[src/hw/rtl/ksolv_pkg.sv]
// ksolv_pkg: shared types and constants for the Kaczmarz solver.
// Holds the controller/datapath command and status structs and config codes.
// No dependencies.
package ksolv_pkg;

	localparam int CFG_IDX_W  = 2;
	localparam int CFG_DATA_W = 16;

	localparam logic [CFG_IDX_W-1:0] CFG_SYSTEM_SIZE     = 2'd0;
	localparam logic [CFG_IDX_W-1:0] CFG_ITERATION_COUNT = 2'd1;

	localparam logic [4:0]  SYS_SIZE_RST = 5'd16;
	localparam logic [15:0] ITER_RST     = 16'd1;

	typedef struct packed {
		logic load_en;
		logic j_clr;
		logic j_inc;
		logic row_clr;
		logic row_inc;
		logic iter_load;
		logic iter_dec;
		logic acc_clr;
		logic mul_en;
		logic acc_en;
		logic res_en;
		logic flag_clr;
		logic flag_set;
		logic x_clr_wr;
		logic upd_mul_en;
		logic div_start;
		logic x_upd_wr;
		logic out_load;
	} ksolv_cmd_t;

	typedef struct packed {
		logic in_fire;
		logic load_last;
		logic j_last;
		logic iter_zero;
		logic power_zero;
		logic div_busy;
		logic out_taken;
	} ksolv_sts_t;

endpackage

[src/hw/rtl/ksolv_ctrl.sv]
// ksolv_ctrl: sequencer for loading, solving and result delivery.
// Depends on ksolv_pkg.
module ksolv_ctrl (
	input  logic                  clk,
	input  logic                  arst_n,
	input  ksolv_pkg::ksolv_sts_t sts,
	output ksolv_pkg::ksolv_cmd_t cmd
);

	typedef enum logic [3:0] {
		S_LOAD, S_CLR, S_ITER, S_DOT_RD, S_DOT_MUL, S_DOT_ACC, S_RES,
		S_UPD_RD, S_UPD_MUL, S_DIV_START, S_DIV, S_UPD_WR, S_NEXT,
		S_OUT_RD, S_OUT_LD, S_OUT_WAIT
	} state_t;

	state_t state_q;

	always_ff @(posedge clk or negedge arst_n) begin
		if (!arst_n) begin
			state_q <= S_LOAD;
		end else begin
			unique case (state_q)
				S_LOAD:      if (sts.in_fire && sts.load_last) state_q <= S_CLR;
				S_CLR:       if (sts.j_last) state_q <= S_ITER;
				S_ITER:      state_q <= sts.iter_zero ? S_OUT_RD : S_DOT_RD;
				S_DOT_RD:    state_q <= S_DOT_MUL;
				S_DOT_MUL:   state_q <= S_DOT_ACC;
				S_DOT_ACC:   state_q <= sts.j_last ? S_RES : S_DOT_RD;
				S_RES:       state_q <= sts.power_zero ? S_NEXT : S_UPD_RD;
				S_UPD_RD:    state_q <= S_UPD_MUL;
				S_UPD_MUL:   state_q <= S_DIV_START;
				S_DIV_START: state_q <= S_DIV;
				S_DIV:       if (!sts.div_busy) state_q <= S_UPD_WR;
				S_UPD_WR:    state_q <= sts.j_last ? S_NEXT : S_UPD_RD;
				S_NEXT:      state_q <= S_ITER;
				S_OUT_RD:    state_q <= S_OUT_LD;
				S_OUT_LD:    state_q <= S_OUT_WAIT;
				S_OUT_WAIT:  if (sts.out_taken) state_q <= sts.j_last ? S_LOAD : S_OUT_RD;
				default:     state_q <= S_LOAD;
			endcase
		end
	end

	always_comb begin
		cmd = '0;
		unique case (state_q)
			S_LOAD: begin
				cmd.load_en = 1'b1;
				if (sts.in_fire && sts.load_last) begin
					cmd.j_clr    = 1'b1;
					cmd.flag_clr = 1'b1;
				end
			end
			S_CLR: begin
				cmd.x_clr_wr = 1'b1;
				if (sts.j_last) begin
					cmd.row_clr   = 1'b1;
					cmd.iter_load = 1'b1;
				end else begin
					cmd.j_inc = 1'b1;
				end
			end
			S_ITER: begin
				cmd.j_clr   = 1'b1;
				cmd.acc_clr = 1'b1;
			end
			S_DOT_MUL: cmd.mul_en = 1'b1;
			S_DOT_ACC: begin
				cmd.acc_en = 1'b1;
				cmd.j_inc  = !sts.j_last;
			end
			S_RES: begin
				cmd.flag_set = sts.power_zero;
				cmd.res_en   = 1'b1;
				cmd.j_clr    = 1'b1;
			end
			S_UPD_MUL:   cmd.upd_mul_en = 1'b1;
			S_DIV_START: cmd.div_start  = 1'b1;
			S_UPD_WR: begin
				cmd.x_upd_wr = 1'b1;
				cmd.j_inc    = !sts.j_last;
			end
			S_NEXT: begin
				cmd.row_inc  = 1'b1;
				cmd.iter_dec = 1'b1;
			end
			S_OUT_LD: cmd.out_load = 1'b1;
			S_OUT_WAIT: cmd.j_inc = sts.out_taken && !sts.j_last;
			default: ;
		endcase
	end

endmodule

[config.mk]
export PLATFORM = sky130hd
export DESIGN_NAME = ksolv_ctrl
export DESIGN_NICKNAME = d
export VERILOG_FILES = /design/src/hw/rtl/ksolv_pkg.sv /design/src/hw/rtl/ksolv_ctrl.sv
export SDC_FILE = /design/constraint.sdc
export NUM_CORES = 1
export LEC_CHECK = 0
export ABC_AREA = 1
export CAP_MARGIN = 20
export CORE_AREA = 2 2 39 41
export DETAILED_ROUTE_END_ITERATION = 10
export DIE_AREA = 0 0 41 43
export DONT_BUFFER_PORTS = 1
export HOLD_SLACK_MARGIN = 0.02
export PLACE_DENSITY_LB_ADDON = 0.15
export SYNTH_ARGS = -nofsm -noshare
export SYNTH_HDL_FRONTEND = slang
export SYNTH_SLANG_ARGS = --single-unit
[constraint.sdc]
create_clock -name clk -period 2.25 [get_ports clk]
set_input_delay 0.225 -clock clk [delete_from_list [all_inputs] [get_ports clk]]
set_output_delay 0.225 -clock clk [all_outputs]
set_load 0.01 [all_outputs]
**Yosys cells after proc, flatten, opt, wreduce, memory -nomap -nowiden**

Cells that the tools add are included.

- Bits in registers: 4
- Output and inout port bits: 18
- Word-level logic and storage cells: 56

- Equality and inequality tests: 19
- Multiplexer cells: 29
- Reduce and logical (&&, ||, !) cells: 7

Operators by type and width:

| operator | number |
|---|---|
| 4-bit case mux with 16 select lines | 1 |
| 4-bit equality test (second input constant) | 8 |
| 4-bit two-way mux | 8 |
| 1-bit two-way mux | 17 |
| 4-bit by 3-bit equality test with 1-bit output (second input constant) | 4 |
| 4-bit by 2-bit equality test with 1-bit output (second input constant) | 2 |
| 2-bit != test (second input constant) | 4 |
| 4-bit by 1-bit equality test with 1-bit output (second input constant) | 1 |
| 4-bit logical NOT | 1 |
| 4-bit AND reduction | 1 |
| 2-bit OR reduction | 2 |
| 3-bit two-way mux | 1 |
| 1-bit case mux with 3 select lines | 1 |
| 1-bit logical AND | 2 |
| 1-bit case mux with 2 select lines | 1 |
| 1-bit logical NOT | 1 |

**Depth between registers and ports, before layout**

- Word-level depth: 3
- Gate-level depth with buffers: 8
- Gate-level depth less buffers: 8

**Worst setup path before layout**

No wires, ideal clock.

- Path kind: register to output
- Start point: register state_q[3]
- End point: output port cmd[14] in the netlist's numbering
- Data arrival time: 1.269 ns
- Required time: 2.025 ns
- Path slack: 0.756 ns
- Stages on the path, launching flop included: 5
- Cell sequence: dfrtp_1 > nor2_2 > inv_2 > nor3_1 > buf_4

RTL lines:

| element | line | RTL |
|---|---|---|
| start: declaration | ksolv_ctrl.sv:16 | `state_t state_q;` |
| start signal: assignment | ksolv_ctrl.sv:25 | `S_ITER: state_q <= sts.iter_zero ? S_OUT_RD : S_DOT_RD;` |
| start signal: assignment | ksolv_ctrl.sv:28 | `S_DOT_ACC: state_q <= sts.j_last ? S_RES : S_DOT_RD;` |
| start signal: assignment | ksolv_ctrl.sv:29 | `S_RES: state_q <= sts.power_zero ? S_NEXT : S_UPD_RD;` |
| end: declaration | ksolv_ctrl.sv:7 | `output ksolv_pkg::ksolv_cmd_t cmd` |

==> load_flow_metrics.sql <==
INSERT INTO impl_metrics (metric_group, metric, value, unit) VALUES
('routing', 'route.vias.total', '585', ''),
('cells_and_area', 'drive_above_1_share', '22.0', '%'),
('setup_path', 'reg2reg_depth', '7', ''),
('routing', 'finalWirelength', '1.37', 'mm'),
('timing', 'final-max-slew-violation-count', '0', ''),
('die', 'pin_count', '27', ''),
('setup_path', 'critical-path-slowest-cell', 'sky130_fd_sc_hd__nor3_1', ''),
('timing', 'finalHoldViolations', '0', ''),
('die', 'chipWidth', '41', 'µm'),
('clock_network', 'clockBufferDepth', '2', ''),
('cells_and_area', 'top_register_by_number_of_flip_flops', 'state_q', ''),
('setup_path', 'regToRegEndpoint', 'state_q[0]', ''),
('cells_and_area', 'reg.largest.list', 'state_q: 4 flops', ''),
('die', 'initial_util', '40.0', '%'),
('placement', 'final_gp_congestion', '0.791', ''),
('placement', 'numPlacedInstances', '112', ''),
('power_and_ir_drop', 'power.static_leakage', '0.334', 'nW'),
('setup_path', 'worstPathCellList', 'nor2_2 > inv_2 > nor3_1', ''),
('clock_network', 'cts_hold_repair.buffers', '1', ''),
('setup_path', 'critical-path-top-delay-family', 'simple AND/OR/NAND/NOR gates', ''),
('min_path', 'min_to', 'state_q[2]', ''),
('global_route', 'number_of_global_route_vias_before_repair', '518', ''),
('routing', 'avgRoutedWirePerCell', '11.8', 'µm'),
('global_route', 'grt_start_max_net_pins', '11', ''),
('yosys', 'postSynthRegisterBits', '4', ''),
('yosys', 'syn-instance-count', '99', ''),
('clock_network', 'post-cts-setup-buffer-count', '0', ''),
('timing', 'timing.max_slew.rel_slack', '58.0', '%'),
('placement', 'numPortBuffers', '0', ''),
('placement', 'post-place-ws', '0.670', 'ns'),
('min_path', 'whs_path_cells', '3', ''),
('min_path', 'hold_path.class', 'in -> reg', ''),
('clock_network', 'clkLatencyLatePin', '0.23', 'ns'),
('yosys', 'ys_warn_count', '0', ''),
('timing', 'post-route-min-period', '1.82', 'ns'),
('routing', 'drt_first_iter_violations', '15', ''),
('setup_path', 'crit_fanout', '6', ''),
('timing', 'fin_crit_sh', '80.9', '%'),
('cells_and_area', 'layout.cell_area.non_filler', '583', 'µm²'),
('clock_network', 'cts.clk_slew.worst_paths', '0.03', 'ns'),
('setup_path', 'worst-endpoint-required', '2.03', 'ns'),
('placement', 'half_perimeter_wire_length_after_placement', '1.13', 'mm'),
('setup_path', 'path_buf_inv', '1', ''),
('die', 'fp.dieH', '43', 'µm'),
('cells_and_area', 'layout_area_growth_over_synthesis', '5.43', '%'),
('yosys', 'ys_seq_area_share', '18.1', '%'),
('routing', 'drt_pre_antenna_iters', '4', ''),
('yosys', 'avg_inst_size_synth', '5.59', 'µm²'),
('die', 'row_count', '14', ''),
('setup_path', 'r2r_start', 'state_q[3]', ''),
('setup_path', 'r2r_slack', '0.89', 'ns'),
('setup_path', 'crit_path_start_kind', 'flip-flop', ''),
('cells_and_area', 'instances_no_fill', '116', ''),
('timing', 'fin_tns_setup', '0', 'ns'),
('power_and_ir_drop', 'worst_voltage_drop_across_the_vdd_grid', '0.000638', 'V'),
('timing', 'final-setup-viol-count', '0', ''),
('clock_network', 'tritoncts_clock_tree', 'done', ''),
('die', 'placeableCoreArea', '1380', 'µm²'),
('cells_and_area', 'largest_register_ffs', '4', ''),
('clock_network', 'clkSinkCount', '4', ''),
('clock_network', 'cts_root_buffer', 'sky130_fd_sc_hd__clkbuf_4', ''),
('min_path', 'min-delay-start', 'sts[0]', ''),
('timing', 'rsz0062_at_grt', 'no', ''),
('status', 'run_status', 'finished clean', ''),
('timing', 'post_route_worst_setup_slack', '0.430', 'ns'),
('cells_and_area', 'num-nets-final', '111', ''),
('routing', 'detail_route.drc_violations', '0', ''),
('clock_network', 'cts_inserted_buffers', '3', ''),
('power_and_ir_drop', 'power_per_cell_area', '1370', 'nW/µm²'),
('setup_path', 'worst_ep_arrival_time', '1.59', 'ns'),
('setup_path', 'setup.worst_path.end_class', 'output pin', '');
synthesized netlist by cell type:
cell	instances	area (µm²)
sky130_fd_sc_hd__o22ai_1	1	6.26
sky130_fd_sc_hd__nand3_2	2	20.0
sky130_fd_sc_hd__o211ai_1	1	7.51
sky130_fd_sc_hd__nor2_1	14	52.6
sky130_fd_sc_hd__nand3b_1	1	7.51
sky130_fd_sc_hd__inv_1	16	60.1
sky130_fd_sc_hd__nand2_2	5	31.3
sky130_fd_sc_hd__dfrtp_1	4	100
sky130_fd_sc_hd__nor2_2	6	37.5
sky130_fd_sc_hd__buf_4	3	22.5
sky130_fd_sc_hd__nor3_1	2	10.0
sky130_fd_sc_hd__nand3_1	8	40.0
sky130_fd_sc_hd__nand2_1	23	86.3
sky130_fd_sc_hd__o21ai_1	1	5.00
sky130_fd_sc_hd__inv_2	4	15.0
sky130_fd_sc_hd__a21oi_1	2	10.0
sky130_fd_sc_hd__o21ai_2	1	8.76
sky130_fd_sc_hd__o21ai_0	3	15.0
sky130_fd_sc_hd__nor2_4	1	11.3
sky130_fd_sc_hd__nand4_1	1	6.26
layer usage:
metal / GRT usage [%] / vias to the layer above / routed length (µm)
li1: - / 310 / -
met1: 23.2 / 259 / 631
met2: 27.8 / 16 / 668
met3: 1.57 / 0 / 65
met4: 8.00 / 0 / 0
met5: 0 / - / 0
through the flow:
stage | util, % | hold WS (ns)
global placement | 39.8 | -0.0705
finish | 42.1 | 0.205
detailed placement | 39.8 | -0.0705
floorplan | - | -0.0706
global route | 42.1 | 0.210
CTS | 42.1 | 0.200
worst max path at each step:
stage / startpoint / to / slack [ns] / cells after the start
finish: state_q[3] / cmd[14] / 0.43 / 3
global route: state_q[0] / cmd[16] / 0.28 / 5
CTS: state_q[3] / cmd[14] / 0.41 / 3
detailed placement: state_q[3] / cmd[14] / 0.67 / 3
global placement: state_q[3] / cmd[12] / 0.64 / 3
floorplan: state_q[3] / cmd[14] / 0.76 / 4
layout by cell type (no fill, tap or decap):
master,count
sky130_fd_sc_hd__o21ai_2,1
sky130_fd_sc_hd__o211ai_1,1
sky130_fd_sc_hd__nand4_1,1
sky130_fd_sc_hd__nand2_1,23
sky130_fd_sc_hd__nor3_1,2
sky130_fd_sc_hd__a21oi_1,2
sky130_fd_sc_hd__nor2_4,1
sky130_fd_sc_hd__o21ai_0,3
sky130_fd_sc_hd__nand3b_1,1
sky130_fd_sc_hd__nand3_1,8
sky130_fd_sc_hd__dlygate4sd3_1,1
sky130_fd_sc_hd__dfrtp_1,4
sky130_fd_sc_hd__o22ai_1,1
sky130_fd_sc_hd__nand2_2,5
sky130_fd_sc_hd__nand3_2,2
sky130_fd_sc_hd__nor2_2,6
sky130_fd_sc_hd__inv_2,4
sky130_fd_sc_hd__inv_1,16
sky130_fd_sc_hd__clkbuf_4,3
sky130_fd_sc_hd__o21ai_1,1
sky130_fd_sc_hd__nor2_1,14
worst min-delay path, stage by stage:
cell	delay, ns
sky130_fd_sc_hd__inv_1	0.02
sky130_fd_sc_hd__nand2_1	0.09
sky130_fd_sc_hd__nand2_1	0.06
power breakdown:
group / leakage [nW] / switching [mW] / internal [mW]
clock: 0.0138 / 0.0258 / 0.0594
sequential: 0.0507 / 0.0696 / 0.106
combinational: 0.270 / 0.379 / 0.157
logic make-up (layout without fill, tap and decap cells):
family	count (synthesis)	count (layout)	synth area share, %
buffers and inverters	23	24	17.6
AO/OA/AOI/OAI	9	9	9.50
flip-flops	4	4	18.1
AND/OR/NAND/NOR	63	63	54.8
final cells by class:
class	count	area, µm²	area share (%)
clock buffer	3	22.5	3.86
inverter	20	75.1	12.9
multi-input combinational	72	355	60.9
sequential	4	100	17.2
tap	16	20.0	3.43
timing repair buffer	1	10.0	1.72
Note: power is estimated with default switching activity, not from simulation.
